==> src/rtl/tmcs_pkg.sv <==
// ---------------------------------------------------------------------------
// tmcs_pkg
// shared types, codes and sizes of the timed measurement cycle sequencer
// ---------------------------------------------------------------------------
package tmcs_pkg;

  localparam int SCHED_SLOTS   = 10;
  localparam int SCHED_AW      = (SCHED_SLOTS > 1) ? $clog2(SCHED_SLOTS) : 1;
  localparam int SCHED_CW      = $clog2(SCHED_SLOTS + 1);
  localparam int SCHED_W       = 17;
  localparam int NFIELD        = 7;
  localparam int NSAMP         = 3;
  localparam int SAMP_DEPTH    = NFIELD * NSAMP;
  localparam int SAMP_AW       = $clog2(SAMP_DEPTH);
  localparam int GRID_WINDOW_S = 5;
  localparam int TEMP_FIELD    = 5;

  localparam logic [31:0] EPOCH_MIN   = 32'd100000;
  localparam logic [31:0] DAY_SECONDS = 32'd86400;
  localparam logic [19:0] ELAPSED_MAX = 20'hFFFFF;
  localparam logic [5:0]  MPD_MAX     = 6'd48;

  // opcodes
  localparam logic [2:0] OP_TICK     = 3'd0;
  localparam logic [2:0] OP_ADD      = 3'd1;
  localparam logic [2:0] OP_TRIGGER  = 3'd2;
  localparam logic [2:0] OP_STOP     = 3'd3;
  localparam logic [2:0] OP_DOOR_OPN = 3'd4;
  localparam logic [2:0] OP_DOOR_CLS = 3'd5;
  localparam logic [2:0] OP_FAN_ON   = 3'd6;
  localparam logic [2:0] OP_FAN_OFF  = 3'd7;

  // responses
  localparam logic [3:0] RSP_NONE     = 4'd0;
  localparam logic [3:0] RSP_STARTED  = 4'd1;
  localparam logic [3:0] RSP_BUSY     = 4'd2;
  localparam logic [3:0] RSP_IN_AUTO  = 4'd3;
  localparam logic [3:0] RSP_STOPPED  = 4'd4;
  localparam logic [3:0] RSP_DOOR_OPN = 4'd5;
  localparam logic [3:0] RSP_DOOR_CLS = 4'd6;
  localparam logic [3:0] RSP_FAN_ON   = 4'd7;
  localparam logic [3:0] RSP_FAN_OFF  = 4'd8;
  localparam logic [3:0] RSP_SCHED    = 4'd9;
  localparam logic [3:0] RSP_DATA     = 4'd10;

  // cycle phases
  localparam logic [2:0] PH_IDLE = 3'd0;
  localparam logic [2:0] PH_PREP = 3'd1;
  localparam logic [2:0] PH_STAB = 3'd2;
  localparam logic [2:0] PH_W1   = 3'd3;
  localparam logic [2:0] PH_W2   = 3'd4;
  localparam logic [2:0] PH_W3   = 3'd5;
  localparam logic [2:0] PH_FIN  = 3'd6;

  // register indexes
  localparam logic [2:0] REG_AUTO   = 3'd0;
  localparam logic [2:0] REG_MPD    = 3'd1;
  localparam logic [2:0] REG_STAB   = 3'd2;
  localparam logic [2:0] REG_FIRST  = 3'd3;
  localparam logic [2:0] REG_SECOND = 3'd4;
  localparam logic [2:0] REG_THIRD  = 3'd5;

  typedef struct packed {
    logic [2:0]         opcode;
    logic [31:0]        epoch_seconds;
    logic [4:0]         hour;
    logic [5:0]         minute;
    logic [5:0]         second;
    logic signed [15:0] ch4_sample;
    logic signed [15:0] co_sample;
    logic signed [15:0] alcohol_sample;
    logic signed [15:0] nh3_sample;
    logic signed [15:0] h2_sample;
    logic signed [15:0] temp_sample;
    logic signed [15:0] humidity_sample;
  } in_t;

  typedef struct packed {
    logic [3:0]         response;
    logic               door_open;
    logic               fan_on;
    logic [2:0]         cycle_phase;
    logic signed [15:0] ch4_avg;
    logic signed [15:0] co_avg;
    logic signed [15:0] alcohol_avg;
    logic signed [15:0] nh3_avg;
    logic signed [15:0] h2_avg;
    logic signed [15:0] temp_avg;
    logic signed [15:0] humidity_avg;
  } out_t;

  // divider request and answer
  typedef struct packed {
    logic        start;
    logic [31:0] dividend;
    logic [16:0] divisor;
  } div_req_t;

  typedef struct packed {
    logic        done;
    logic [31:0] quot;
    logic [16:0] rem;
  } div_rsp_t;

  function automatic logic [15:0] sample_field(input in_t d, input logic [2:0] f);
    logic [15:0] v;
    case (f)
      3'd0:    v = d.ch4_sample;
      3'd1:    v = d.co_sample;
      3'd2:    v = d.alcohol_sample;
      3'd3:    v = d.nh3_sample;
      3'd4:    v = d.h2_sample;
      3'd5:    v = d.temp_sample;
      3'd6:    v = d.humidity_sample;
      default: v = d.humidity_sample;
    endcase
    return v;
  endfunction

endpackage

==> src/rtl/tmcs_ram.sv <==
// ---------------------------------------------------------------------------
// tmcs_ram
// generic single-write single-read ram with registered read data
// ---------------------------------------------------------------------------
module tmcs_ram #(
  parameter int WIDTH = 16,
  parameter int DEPTH = 16
) (
  input  logic                                         clk,
  input  logic                                         we,
  input  logic [((DEPTH > 1) ? $clog2(DEPTH) : 1)-1:0] waddr,
  input  logic [WIDTH-1:0]                             wdata,
  input  logic [((DEPTH > 1) ? $clog2(DEPTH) : 1)-1:0] raddr,
  output logic [WIDTH-1:0]                             rdata
);

  logic [WIDTH-1:0] mem [DEPTH];

  always_ff @(posedge clk) begin
    if (we) begin
      mem[waddr] <= wdata;
    end
    rdata <= mem[raddr];
  end

endmodule

==> src/rtl/tmcs_div.sv <==
// ---------------------------------------------------------------------------
// tmcs_div
// restoring divider, one quotient bit per cycle
// ---------------------------------------------------------------------------
module tmcs_div (
  input  logic                clk,
  input  logic                rst,
  input  tmcs_pkg::div_req_t  req,
  output tmcs_pkg::div_rsp_t  rsp
);

  logic        busy;
  logic [4:0]  cnt;
  logic [31:0] q;
  logic [16:0] r;
  logic [16:0] dvs;
  logic        done;
  logic [17:0] trial;
  logic        fits;

  assign trial = {r, q[31]};
  assign fits  = trial >= {1'b0, dvs};

  always_ff @(posedge clk) begin
    if (rst) begin
      busy <= 1'b0;
      done <= 1'b0;
      cnt  <= 5'd0;
    end else begin
      done <= 1'b0;
      if (req.start) begin
        busy <= 1'b1;
        cnt  <= 5'd0;
      end else if (busy) begin
        cnt <= cnt + 5'd1;
        if (cnt == 5'd31) begin
          busy <= 1'b0;
          done <= 1'b1;
        end
      end
    end
  end

  always_ff @(posedge clk) begin
    if (req.start) begin
      q   <= req.dividend;
      r   <= 17'd0;
      dvs <= req.divisor;
    end else if (busy) begin
      q <= {q[30:0], fits};
      r <= fits ? 17'(trial - {1'b0, dvs}) : trial[16:0];
    end
  end

  assign rsp.done = done;
  assign rsp.quot = q;
  assign rsp.rem  = r;

endmodule

==> src/rtl/timed_measurement_cycle_sequencer_core.sv <==
// ---------------------------------------------------------------------------
// timed_measurement_cycle_sequencer_core
// measurement cycle sequencer: schedule table, grid trigger, sample averaging
// ---------------------------------------------------------------------------
//  channel  dir  handshake             beat
//  in       in   in_valid/in_ready     tmcs_pkg::in_t   (command or tick)
//  out      out  out_valid/out_ready   tmcs_pkg::out_t  (one per input beat)
//  cfg      in   cfg_valid/cfg_ready   cfg_index, cfg_data (ready while idle)
//
//  one input beat at a time; a sample latch writes all seven fields, a
//  schedule add scans the entries stored, an automatic idle tick scans them
//  and may then use the shared serial divider for grid interval and epoch
//  remainder, and the finishing tick takes seven averages, each a sample
//  store sweep plus one divide
//  synchronous reset clears control state; memories need no clearing pass
//  a result waiting in the output register only blocks the final load
// ---------------------------------------------------------------------------
module timed_measurement_cycle_sequencer_core (
  input  logic            clk,
  input  logic            rst,
  input  logic            in_valid,
  output logic            in_ready,
  input  tmcs_pkg::in_t   in_data,
  output logic            out_valid,
  input  logic            out_ready,
  output tmcs_pkg::out_t  out_data,
  input  logic            cfg_valid,
  output logic            cfg_ready,
  input  logic [2:0]      cfg_index,
  input  logic [19:0]     cfg_data
);

  typedef enum logic [7:0] {
    S_IDLE  = 8'b0000_0001,
    S_DISP  = 8'b0000_0010,
    S_SCAN  = 8'b0000_0100,
    S_MOD   = 8'b0000_1000,
    S_LATCH = 8'b0001_0000,
    S_AVG   = 8'b0010_0000,
    S_DIV   = 8'b0100_0000,
    S_OUT   = 8'b1000_0000
  } state_t;

  state_t st;

  // configuration
  logic        auto_mode;
  logic [5:0]  mpd;
  logic [19:0] stab_ms, first_ms, second_ms, third_ms;

  // sequencer state
  logic [2:0]  phase;
  logic [19:0] elapsed;
  logic [31:0] last_epoch;
  logic        door, fan;
  logic [tmcs_pkg::SCHED_CW-1:0] sched_count;
  logic [tmcs_pkg::SCHED_AW-1:0] sched_wptr;
  logic [tmcs_pkg::NSAMP-1:0]    samp_valid;

  // working registers
  tmcs_pkg::in_t in_q;
  logic [3:0]    resp;
  logic [tmcs_pkg::SCHED_CW-1:0] scan_idx;
  logic          scan_rv;
  logic          mod_stage;
  logic [1:0]    lk;
  logic [2:0]    lf;
  logic [2:0]    af;
  logic [1:0]    step;
  logic signed [17:0] acc;
  logic          neg;
  logic [15:0]   avg [tmcs_pkg::NFIELD];

  tmcs_pkg::div_req_t div_req;
  tmcs_pkg::div_rsp_t div_rsp;

  // schedule memory
  logic [tmcs_pkg::SCHED_W-1:0] sched_rdata;
  logic [tmcs_pkg::SCHED_W-1:0] key;
  logic                         sched_we;

  // sample memory
  logic [tmcs_pkg::SAMP_AW-1:0] samp_waddr, samp_raddr;
  logic [15:0]                  samp_rdata;
  logic                         samp_we;

  assign key = {in_q.hour, in_q.minute, in_q.second};

  tmcs_ram #(.WIDTH(tmcs_pkg::SCHED_W), .DEPTH(tmcs_pkg::SCHED_SLOTS)) u_sched (
    .clk   (clk),
    .we    (sched_we),
    .waddr (sched_wptr),
    .wdata (key),
    .raddr (scan_idx[tmcs_pkg::SCHED_AW-1:0]),
    .rdata (sched_rdata)
  );

  assign samp_we    = (st == S_LATCH);
  assign samp_waddr = tmcs_pkg::SAMP_AW'(lk * tmcs_pkg::NFIELD + lf);
  assign samp_raddr = tmcs_pkg::SAMP_AW'(step * tmcs_pkg::NFIELD + af);

  tmcs_ram #(.WIDTH(16), .DEPTH(tmcs_pkg::SAMP_DEPTH)) u_samp (
    .clk   (clk),
    .we    (samp_we),
    .waddr (samp_waddr),
    .wdata (tmcs_pkg::sample_field(in_q, lf)),
    .raddr (samp_raddr),
    .rdata (samp_rdata)
  );

  tmcs_div u_div (
    .clk (clk),
    .rst (rst),
    .req (div_req),
    .rsp (div_rsp)
  );

  // scan results: a hit on the entry read last cycle, or all entries seen
  logic scan_hit, scan_end;
  assign scan_hit = scan_rv && (sched_rdata == key);
  assign scan_end = !scan_hit && (scan_idx == sched_count);
  assign sched_we = (st == S_SCAN) && scan_end && (in_q.opcode == tmcs_pkg::OP_ADD);

  // tick inside a cycle
  logic [19:0] elapsed_next;
  assign elapsed_next = (elapsed == tmcs_pkg::ELAPSED_MAX) ? elapsed : elapsed + 20'd1;

  // averaging
  logic [1:0]         vcnt;
  logic signed [17:0] acc_next;
  logic [16:0]        mag;
  logic               last_field;
  logic               step_valid;

  assign vcnt = 2'($countones(samp_valid));
  assign step_valid = (step != 2'd0) && samp_valid[step - 2'd1];
  assign acc_next = step_valid ? acc + 18'(signed'(samp_rdata)) : acc;
  assign mag  = acc_next[17] ? 17'(-acc_next) : acc_next[16:0];
  assign last_field = (af == 3'(tmcs_pkg::NFIELD - 1));

  assign in_ready  = (st == S_IDLE);
  assign cfg_ready = (st == S_IDLE);

  always_ff @(posedge clk) begin
    if (rst) begin
      st          <= S_IDLE;
      auto_mode   <= 1'b0;
      mpd         <= 6'd24;
      stab_ms     <= 20'd60000;
      first_ms    <= 20'd180000;
      second_ms   <= 20'd480000;
      third_ms    <= 20'd900000;
      phase       <= tmcs_pkg::PH_IDLE;
      elapsed     <= 20'd0;
      last_epoch  <= 32'd0;
      door        <= 1'b0;
      fan         <= 1'b0;
      sched_count <= '0;
      sched_wptr  <= '0;
      samp_valid  <= '0;
      out_valid   <= 1'b0;
      div_req     <= '0;
    end else begin
      div_req.start <= 1'b0;
      if (out_valid && out_ready) begin
        out_valid <= 1'b0;
      end

      case (st)
        S_IDLE: begin
          if (in_valid) begin
            in_q <= in_data;
            st   <= S_DISP;
          end
        end

        S_DISP: begin
          resp     <= tmcs_pkg::RSP_NONE;
          scan_idx <= '0;
          scan_rv  <= 1'b0;
          st       <= S_OUT;
          if (in_q.opcode == tmcs_pkg::OP_TICK) begin
            if (phase != tmcs_pkg::PH_IDLE) begin
              elapsed <= elapsed_next;
              case (phase)
                tmcs_pkg::PH_PREP: phase <= tmcs_pkg::PH_STAB;
                tmcs_pkg::PH_STAB: begin
                  if (elapsed_next >= stab_ms) phase <= tmcs_pkg::PH_W1;
                end
                tmcs_pkg::PH_W1, tmcs_pkg::PH_W2, tmcs_pkg::PH_W3: begin
                  // latch sample k once its time is reached
                  if (elapsed_next >= ((phase == tmcs_pkg::PH_W1) ? first_ms :
                                       (phase == tmcs_pkg::PH_W2) ? second_ms :
                                                                    third_ms)) begin
                    lk <= 2'(phase - tmcs_pkg::PH_W1);
                    lf <= 3'd0;
                    samp_valid[2'(phase - tmcs_pkg::PH_W1)] <= (in_q.temp_sample != 16'sd0);
                    phase <= phase + 3'd1;
                    st    <= S_LATCH;
                  end
                end
                tmcs_pkg::PH_FIN: begin
                  af   <= 3'd0;
                  step <= 2'd0;
                  acc  <= '0;
                  st   <= S_AVG;
                end
                default: phase <= tmcs_pkg::PH_IDLE;
              endcase
            end else if (auto_mode && (in_q.epoch_seconds > tmcs_pkg::EPOCH_MIN) &&
                         (in_q.epoch_seconds != last_epoch)) begin
              st <= S_SCAN;
            end
          end else if (in_q.opcode == tmcs_pkg::OP_ADD) begin
            st <= S_SCAN;
          end else if (auto_mode) begin
            resp <= (in_q.opcode == tmcs_pkg::OP_FAN_OFF) ? tmcs_pkg::RSP_NONE
                                                          : tmcs_pkg::RSP_IN_AUTO;
          end else begin
            case (in_q.opcode)
              tmcs_pkg::OP_TRIGGER: begin
                if (phase == tmcs_pkg::PH_IDLE) begin
                  phase      <= tmcs_pkg::PH_PREP;
                  elapsed    <= 20'd0;
                  samp_valid <= '0;
                  door       <= 1'b0;
                  fan        <= 1'b1;
                  resp       <= tmcs_pkg::RSP_STARTED;
                end else begin
                  resp <= tmcs_pkg::RSP_BUSY;
                end
              end
              tmcs_pkg::OP_STOP: begin
                phase <= tmcs_pkg::PH_IDLE;
                fan   <= 1'b0;
                door  <= 1'b0;
                resp  <= tmcs_pkg::RSP_STOPPED;
              end
              tmcs_pkg::OP_DOOR_OPN: begin
                door <= 1'b1;
                resp <= tmcs_pkg::RSP_DOOR_OPN;
              end
              tmcs_pkg::OP_DOOR_CLS: begin
                door <= 1'b0;
                resp <= tmcs_pkg::RSP_DOOR_CLS;
              end
              tmcs_pkg::OP_FAN_ON: begin
                fan  <= 1'b1;
                resp <= tmcs_pkg::RSP_FAN_ON;
              end
              default: begin
                fan  <= 1'b0;
                resp <= tmcs_pkg::RSP_FAN_OFF;
              end
            endcase
          end
        end

        S_SCAN: begin
          if (scan_hit || scan_end) begin
            if (in_q.opcode == tmcs_pkg::OP_ADD) begin
              resp <= tmcs_pkg::RSP_SCHED;
              if (scan_end) begin
                // circular table, oldest entry overwritten when full
                sched_wptr <= (sched_wptr == tmcs_pkg::SCHED_AW'(tmcs_pkg::SCHED_SLOTS - 1))
                              ? '0 : sched_wptr + 1'b1;
                if (sched_count != tmcs_pkg::SCHED_CW'(tmcs_pkg::SCHED_SLOTS)) begin
                  sched_count <= sched_count + 1'b1;
                end
              end
              st <= S_OUT;
            end else if (scan_hit) begin
              last_epoch <= in_q.epoch_seconds;
              phase      <= tmcs_pkg::PH_PREP;
              elapsed    <= 20'd0;
              samp_valid <= '0;
              door       <= 1'b0;
              fan        <= 1'b1;
              st         <= S_OUT;
            end else begin
              // grid interval first, then the epoch remainder
              div_req.start    <= 1'b1;
              div_req.dividend <= tmcs_pkg::DAY_SECONDS;
              div_req.divisor  <= 17'(mpd);
              mod_stage        <= 1'b0;
              st               <= S_MOD;
            end
          end else begin
            scan_idx <= scan_idx + 1'b1;
            scan_rv  <= 1'b1;
          end
        end

        S_MOD: begin
          if (div_rsp.done) begin
            if (!mod_stage) begin
              div_req.start    <= 1'b1;
              div_req.dividend <= in_q.epoch_seconds;
              div_req.divisor  <= div_rsp.quot[16:0];
              mod_stage        <= 1'b1;
            end else begin
              if (div_rsp.rem < 17'(tmcs_pkg::GRID_WINDOW_S)) begin
                last_epoch <= in_q.epoch_seconds;
                phase      <= tmcs_pkg::PH_PREP;
                elapsed    <= 20'd0;
                samp_valid <= '0;
                door       <= 1'b0;
                fan        <= 1'b1;
              end
              st <= S_OUT;
            end
          end
        end

        S_LATCH: begin
          lf <= lf + 3'd1;
          if (lf == 3'(tmcs_pkg::NFIELD - 1)) begin
            st <= S_OUT;
          end
        end

        S_AVG: begin
          // read row k of field f, add it in the following cycle when row k is valid
          acc <= acc_next;
          if (step == 2'(tmcs_pkg::NSAMP)) begin
            if (vcnt == 2'd0) begin
              avg[af] <= 16'd0;
              if (last_field) begin
                phase <= tmcs_pkg::PH_IDLE;
                fan   <= 1'b0;
                door  <= 1'b1;
                resp  <= tmcs_pkg::RSP_DATA;
                st    <= S_OUT;
              end else begin
                af   <= af + 3'd1;
                step <= 2'd0;
                acc  <= '0;
              end
            end else begin
              neg              <= acc_next[17];
              div_req.start    <= 1'b1;
              div_req.dividend <= 32'(mag) + 32'(vcnt >> 1);
              div_req.divisor  <= 17'(vcnt);
              st               <= S_DIV;
            end
          end else begin
            step <= step + 2'd1;
          end
        end

        S_DIV: begin
          if (div_rsp.done) begin
            avg[af] <= neg ? 16'(-div_rsp.quot[15:0]) : div_rsp.quot[15:0];
            if (last_field) begin
              phase <= tmcs_pkg::PH_IDLE;
              fan   <= 1'b0;
              door  <= 1'b1;
              resp  <= tmcs_pkg::RSP_DATA;
              st    <= S_OUT;
            end else begin
              af   <= af + 3'd1;
              step <= 2'd0;
              acc  <= '0;
              st   <= S_AVG;
            end
          end
        end

        S_OUT: begin
          if (!out_valid || out_ready) begin
            out_valid <= 1'b1;
            st        <= S_IDLE;
          end
        end

        default: st <= S_IDLE;
      endcase

      // configuration writes, only while the block is idle
      if (cfg_valid && cfg_ready) begin
        case (cfg_index)
          tmcs_pkg::REG_AUTO: begin
            auto_mode <= cfg_data[0];
            if (!cfg_data[0]) begin
              phase <= tmcs_pkg::PH_IDLE;
              fan   <= 1'b0;
              door  <= 1'b0;
            end
          end
          tmcs_pkg::REG_MPD: begin
            if (cfg_data[5:0] != 6'd0 && cfg_data[5:0] <= tmcs_pkg::MPD_MAX) begin
              mpd <= cfg_data[5:0];
            end
          end
          tmcs_pkg::REG_STAB:   stab_ms   <= cfg_data;
          tmcs_pkg::REG_FIRST:  first_ms  <= cfg_data;
          tmcs_pkg::REG_SECOND: second_ms <= cfg_data;
          tmcs_pkg::REG_THIRD:  third_ms  <= cfg_data;
          default: ;
        endcase
      end
    end
  end

  // output register, loaded from the relay and phase state, plus averages on data
  always_ff @(posedge clk) begin
    if (st == S_OUT && (!out_valid || out_ready)) begin
      out_data.response    <= resp;
      out_data.door_open   <= door;
      out_data.fan_on      <= fan;
      out_data.cycle_phase <= phase;
      if (resp == tmcs_pkg::RSP_DATA) begin
        out_data.ch4_avg      <= avg[0];
        out_data.co_avg       <= avg[1];
        out_data.alcohol_avg  <= avg[2];
        out_data.nh3_avg      <= avg[3];
        out_data.h2_avg       <= avg[4];
        out_data.temp_avg     <= avg[5];
        out_data.humidity_avg <= avg[6];
      end else begin
        out_data.ch4_avg      <= '0;
        out_data.co_avg       <= '0;
        out_data.alcohol_avg  <= '0;
        out_data.nh3_avg      <= '0;
        out_data.h2_avg       <= '0;
        out_data.temp_avg     <= '0;
        out_data.humidity_avg <= '0;
      end
    end
  end

endmodule

==> config.mk <==
export PLATFORM = sky130hd
export DESIGN_NAME = timed_measurement_cycle_sequencer_core
export DESIGN_NICKNAME = d
export VERILOG_FILES = /design/src/rtl/tmcs_pkg.sv /design/src/rtl/tmcs_ram.sv /design/src/rtl/tmcs_div.sv /design/src/rtl/timed_measurement_cycle_sequencer_core.sv
export SDC_FILE = /design/constraint.sdc
export NUM_CORES = 2
export LEC_CHECK = 0
export BUFFER_PORTS_ARGS = -buffer_cell sky130_fd_sc_hd__buf_2
export CAP_MARGIN = 20
export CORE_MARGIN = 2
export CORE_UTILIZATION = 45
export CTS_BUF_LIST = sky130_fd_sc_hd__clkbuf_4
export DETAILED_ROUTE_END_ITERATION = 10
export GPL_TIMING_DRIVEN = 0
export PLACE_DENSITY = 0.67
export RECOVER_POWER = 50
export SYNTH_ARGS = -nofsm -noshare
export SYNTH_HDL_FRONTEND = slang
export SYNTH_SLANG_ARGS = --single-unit
==> constraint.sdc <==
create_clock -name clk -period 17.2 [get_ports clk]
set_clock_uncertainty 0.15 [all_clocks]
set_input_delay 5.16 -clock clk [delete_from_list [all_inputs] [get_ports clk]]
set_output_delay 5.16 -clock clk [all_outputs]
set_load 0.01 [all_outputs]
* Word-level counts from Yosys, hierarchy flattened
Memories as Yosys holds them, arrays and structs flattened. A register that Yosys moved wholly into a read port is not among the register bits.
Cells that the tools add are included.
** Storage, ports and cells
- Bits in registers :: 499
- Latch bits :: 0
- Bits in writable memories :: 618
- Memory bits (read-only) :: 0
- Output and inout port bits :: 124
- Memories kept :: 3
** Memories
- u_samp.mem :: depth 21, bits a word 16, read ports 1, clocked after Yosys merged registers in 1, write ports 1, RTL line tmcs_ram.sv:17 : logic [WIDTH-1:0] mem [DEPTH];
- u_sched.mem :: depth 10, bits a word 17, read ports 1, clocked after Yosys merged registers in 1, write ports 1, RTL line tmcs_ram.sv:17
- avg :: depth 7, bits a word 16, read ports 7, clocked after Yosys merged registers in 7, write ports 1, RTL line timed_measurement_cycle_sequencer_core.sv:72 : logic [15:0] avg [tmcs_pkg::NFIELD];
** Operators by class
- $add $sub $neg :: 20
- $mul :: 2
- Divide/modulo/power cells :: 0
- Order comparisons :: 9
- Eq/ne operators :: 74
- Shift operators :: 0
- Mux-type cells :: 213
- Bitwise logic cells :: 4
- Reduce and logical (&&, ||, !) cells :: 68
** Operators with widths (count)
- 50-bit two-way mux :: 7
- 20-bit two-way mux :: 15
- 32-bit two-way mux :: 8
- 18-bit two-way mux :: 9
- 50-bit case mux with 3 select lines :: 1
- 8-bit two-way mux :: 18
- 3-bit two-way mux :: 45
- 16-bit case mux with 6 select lines :: 1
- 32-bit case mux with 2 select lines :: 1
- 8-bit case mux with 8 select lines :: 1
- 1-bit two-way mux :: 61
- 20-bit case mux with 3 select lines :: 1
- 18-bit case mux with 3 select lines :: 1
- 4-bit two-way mux :: 11
- 20-bit >= comparator :: 2
- 3-bit equality test (second input constant) :: 13
- 17-bit two-way mux :: 2
- 32-bit by 17-bit > comparator with 1-bit output (second input constant) :: 1
- 16-bit two-way mux :: 2
- 2-bit inequality test (second input constant) :: 16
- 32-bit inequality test :: 1
- 7-bit AND reduction :: 4
- 3-bit by 2-bit equality test with 1-bit output (second input constant) :: 8
- 3-bit inequality test (second input constant) :: 8
- other kinds (78) :: 153

* Depth between registers and ports, before layout
- Depth in word-level cells :: 12
- Mapped depth :: 21

* Cells and area by module
Synthesis repeated with hierarchy kept, for this count alone.
** Unflattened totals
- Cells, all modules :: 4052
- Area, all modules :: 53919.2 um^2
** By module, submodules not included
- timed_measurement_cycle_sequencer_core :: instances 1, cells each 2606, area each 29430.7 um^2
- tmcs_ram at u_samp :: instances 1, cells each 735, area each 13501.7 um^2
- tmcs_ram at u_sched :: instances 1, cells each 380, area each 7123.1 um^2
- tmcs_div :: instances 1, cells each 331, area each 3863.7 um^2

* Worst setup path after synthesis
Ideal clock, no wire load.
- Path kind :: input-to-reg
- Start point :: input port out_ready
- End point :: register, netlist name out_data[0]
- Arrival :: 10626 ps
- Data required time :: 16434 ps
- Setup slack :: 5807 ps
- Stages :: 2
- Cells stage by stage :: nand2b_1 nor2b_1
** Between the ends
- Cells in the longest elaborated chain, start to end :: 2
** RTL lines
- from (decl) :: RTL line timed_measurement_cycle_sequencer_core.sv:25 : input logic out_ready,
- 1-bit logical OR :: RTL line timed_measurement_cycle_sequencer_core.sv:407 : if (st == S_OUT && (!out_valid || out_ready)) begin
- 1-bit logical AND :: RTL line timed_measurement_cycle_sequencer_core.sv:407
No other way between the ends.
A chain may end at the register's enable or synchronous reset.

* Worst setup path after layout
- Start point :: register st[3]
- End point :: output port in_ready
** Between the ends
- Cells in the longest elaborated chain, start to end :: 1
** RTL lines
- from (decl) :: RTL line timed_measurement_cycle_sequencer_core.sv:44 : state_t st;
- from (signal assigned) :: RTL line timed_measurement_cycle_sequencer_core.sv:146 : st <= S_IDLE;
- from (signal assigned) :: RTL line timed_measurement_cycle_sequencer_core.sv:173 : st <= S_DISP;
- from (signal assigned) :: RTL line timed_measurement_cycle_sequencer_core.sv:181 : st <= S_OUT;
- 8-bit by 1-bit equality test with 1-bit output :: RTL line timed_measurement_cycle_sequencer_core.sv:141 : assign in_ready = (st == S_IDLE);
- to (decl) :: RTL line timed_measurement_cycle_sequencer_core.sv:22 : output logic in_ready,
No other way between the ends.

==> results.md <==
* Status: complete, but fails checks
* Failing checks: capacitance limit, slew limit
* R2R setup slack at 10,270 ps
* Post-DRT Antenna Nets at 0
* Area growth from synthesis to layout at 15.2%
* Routed length on met1 at 54,000 um
* Port bufs at 313
* Worst setup SP type: flip-flop
* RSZ-0062 raised after global routing: no
* Worst-path maximum fanout at 10
* CP required at 11,890 ps
* Worst R2R End: div_req[34]$_SDFFE_PP0P_
* Min-delay src: avg[6][4]$_DFFE_PP_
* Post-CTS Setup Bufs at 0
* Synth Instances at 3,781
* Met2 wire len at 63,000 um
* DR top layer: met5
* Sequential share of the synthesized area at 0.669
* Initial antenna violation count at 7
* GRT Resource Usage Total at 0.216
* Commonest cells after routing, fill and taps aside: edfxtp_1 (991), clkbuf_4 (490), nand2_1 (398)
* Most common cell after layout, fill and taps aside: edfxtp_1
* Hold Path Depth at 1
* Hold worst-path end: out_data[4]$_SDFFCE_PP0P_
* Final WL at 130,000 um
* Pin count of the biggest net entering global routing at 63
* Tcrit/Tclk final at 0.522
* Fillers at 9,912
* CP Launch Point: st[3]$_SDFFE_PP0P_
* Post-CTS sizing at 0
* Reg2Reg Launch Point: step[0]$_SDFFCE_PP0P_
* FP Rows at 125
* Tmin final at 8970 ps
* Register area at 35,200 um^2
* Slew @ Worst Pin at 2590 ps
* Max-cap viol count at 8
* Final cell count without fillers at 6,240
* Io pins at 316
* Synth Register Bits at 1,262
* Number of flops mapped to enable cells by yosys at 991
* WL per Instance at 20.9 um
* Vias in the first global route at 34.2k
* Area taken by multi-input logic gates at 16,500 um^2
* # clock sinks at 1,262
* CTS tree: done
* Core ar. at 116,000 um^2
* Worst IR drop on VDD at 73.6 uV
* Die area at 120,000 um^2
* Number of H-tree levels at 5
* Pwr dens at 104 nW/um^2
* Leakage at 0.0217 uW
* Worst-Skew Late Latency at 1150 ps
* Inst Count DP at 5,666
* Pre-CTS setup slack at 8730 ps
* Global-route wire length before repair at 199,000 um
* CTS Root Cell: clkbuf_4
* Max-slew headroom at -0.747
* Clock buffer count from CTS at 340
* Initial Utilization at 0.453
* Chip Width at 346 um
* DRC at 0
* Die Span Y at 346 um
* YS warnings at 0
* Fmax achieved at 111 MHz
* GR Overflow Total at 0
* Final hold violation count at 0
* Hpwl dp at 92,700 um
* Number of DRC markers in iteration 0 at 2,899
* Hold WC Path Type: reg2reg
* Worst setup EP type: output pin
* Placer Congestion at 0.907
* # setup viols final at 0
* Hold_buf cts at 0
* Ys async rst share at 0
* Nets at 4,796
* Net Count, Synth at 4,090
* Synthesized cell area at 52,600 um^2
* Max Slew Vio Count at 140
* Layout cells sized above 1 at 0.220
* Met3 wire length at 9290 um
* Total Neg Setup Slack at 0 ps
* WS Path Type: reg2out
* CTS clk-pin slew, worst paths at 60 ps
* Vias at 34.2k
* Mean Syn Cell Area at 13.9 um^2
* Synth Flop Type: edfxtp_1
* Longest Clk Path Bufs at 4
* CP Data Arrival Time at 3660 ps
* DR pass1 iterations at 8
* Cell variety after synth at 88
* Final worst slack at 8230 ps
* Via density per instance at 5.48
* R2R cell count at 18
==> power breakdown <==
part	switching, uW	internal, uW
Clock	1180	1390
Sequential	51.6	3350
Combinational	225	136
Total	1450	4870
==> layout make-up <==
cell class	instances	area share
antenna	4	0.000165
clock buffer	489	0.0606
inverter	79	0.00489
multi-input combinational	2257	0.272
sequential	1262	0.580
timing repair buffer	364	0.0315
clock inverter	78	0.00780
buffer	183	0.0116
tap	1524	0.0315
==> synthesized netlist by cell type, types with 18 or more instances <==
cell | number | area share
nor2_1 | 228 | 0.016
a31oi_1 | 21 | 0.0025
nor3_1 | 41 | 0.0039
nand4_1 | 30 | 0.0036
dfxtp_1 | 271 | 0.10
clkbuf_1 | 155 | 0.011
xor2_1 | 83 | 0.014
mux2i_1 | 56 | 0.011
inv_1 | 78 | 0.0056
nand3_1 | 94 | 0.0089
a222oi_1 | 26 | 0.0049
buf_1 | 19 | 0.0014
nor4_1 | 36 | 0.0043
ha_1 | 108 | 0.026
edfxtp_1 | 991 | 0.57
nand2_1 | 398 | 0.028
a21o_1 | 31 | 0.0044
a22o_1 | 26 | 0.0043
and2_1 | 127 | 0.015
a211oi_1 | 42 | 0.0060
mux2_2 | 55 | 0.012
a21oi_1 | 246 | 0.023
nand2b_1 | 27 | 0.0032
mux4_2 | 130 | 0.056
o21ai_0 | 100 | 0.0095
nor2b_1 | 37 | 0.0044
a22oi_1 | 18 | 0.0026
xnor2_1 | 58 | 0.0097
==> sequential cells by signal, indices dropped and copies added, names as in the netlist, 32 cells and up <==
signal / count
in_q: 164
out_data: 121
u_samp.mem: 336
u_div.q: 32
div_req: 50
avg: 112
last_epoch: 32
u_sched.mem: 170
==> worst max-delay path, cell delays in order (launching register included) <==
cell      delay (ps)
dfxtp_1          300
clkbuf_1         170
or4_1            590
or3_1            380
nor3b_2          780
buf_4            230
buf_2            120
==> logic make-up (layout without fill, tap and decap cells) <==
group | after synthesis | after routing | synth area share
simple gates | 1116 | 1116 | 0.102
compound gates | 640 | 640 | 0.0790
fa+ha+maj | 117 | 117 | 0.0291
xor+xnor | 141 | 141 | 0.0235
mux | 243 | 243 | 0.0786
buf+inv | 262 | 1193 | 0.0190
other cells | 0 | 4 | 0
flops | 1262 | 1262 | 0.669
==> how the worst max path moves through the flow <==
stage          cells after the start                     endpoint  slack (ps)
5_1_grt                            6                     in_ready        8040
4_1_cts                            6                     in_ready        8060
6_report                           6                     in_ready        8230
3_3_place_gp                       3  out_data[101]$_SDFFCE_PP0P_        2920
2_1_floorplan                      2    out_data[0]$_SDFFCE_PP0P_        5810
3_5_place_dp                       6          in_q[116]$_DFFE_PP_        8730
==> metal layers <==
layer / vias up / global-route usage
li1: 15911 / -
met1: 16716 / 0.278
met2: 1319 / 0.354
met3: 218 / 0.0517
met4: 4 / 0.0846
met5: - / 0
==> through the flow <==
stage,hold slack (ps),total power [uW],cell area [um^2],util
floorplan,252,3690,52600,-
global placement,263,3830,56100,0.483
detailed placement,263,3830,56900,0.490
CTS,250,6400,61000,0.526
global route,275,6610,60600,0.522
finish,280,6330,60600,0.522
(Power assumes the default switching activity.)
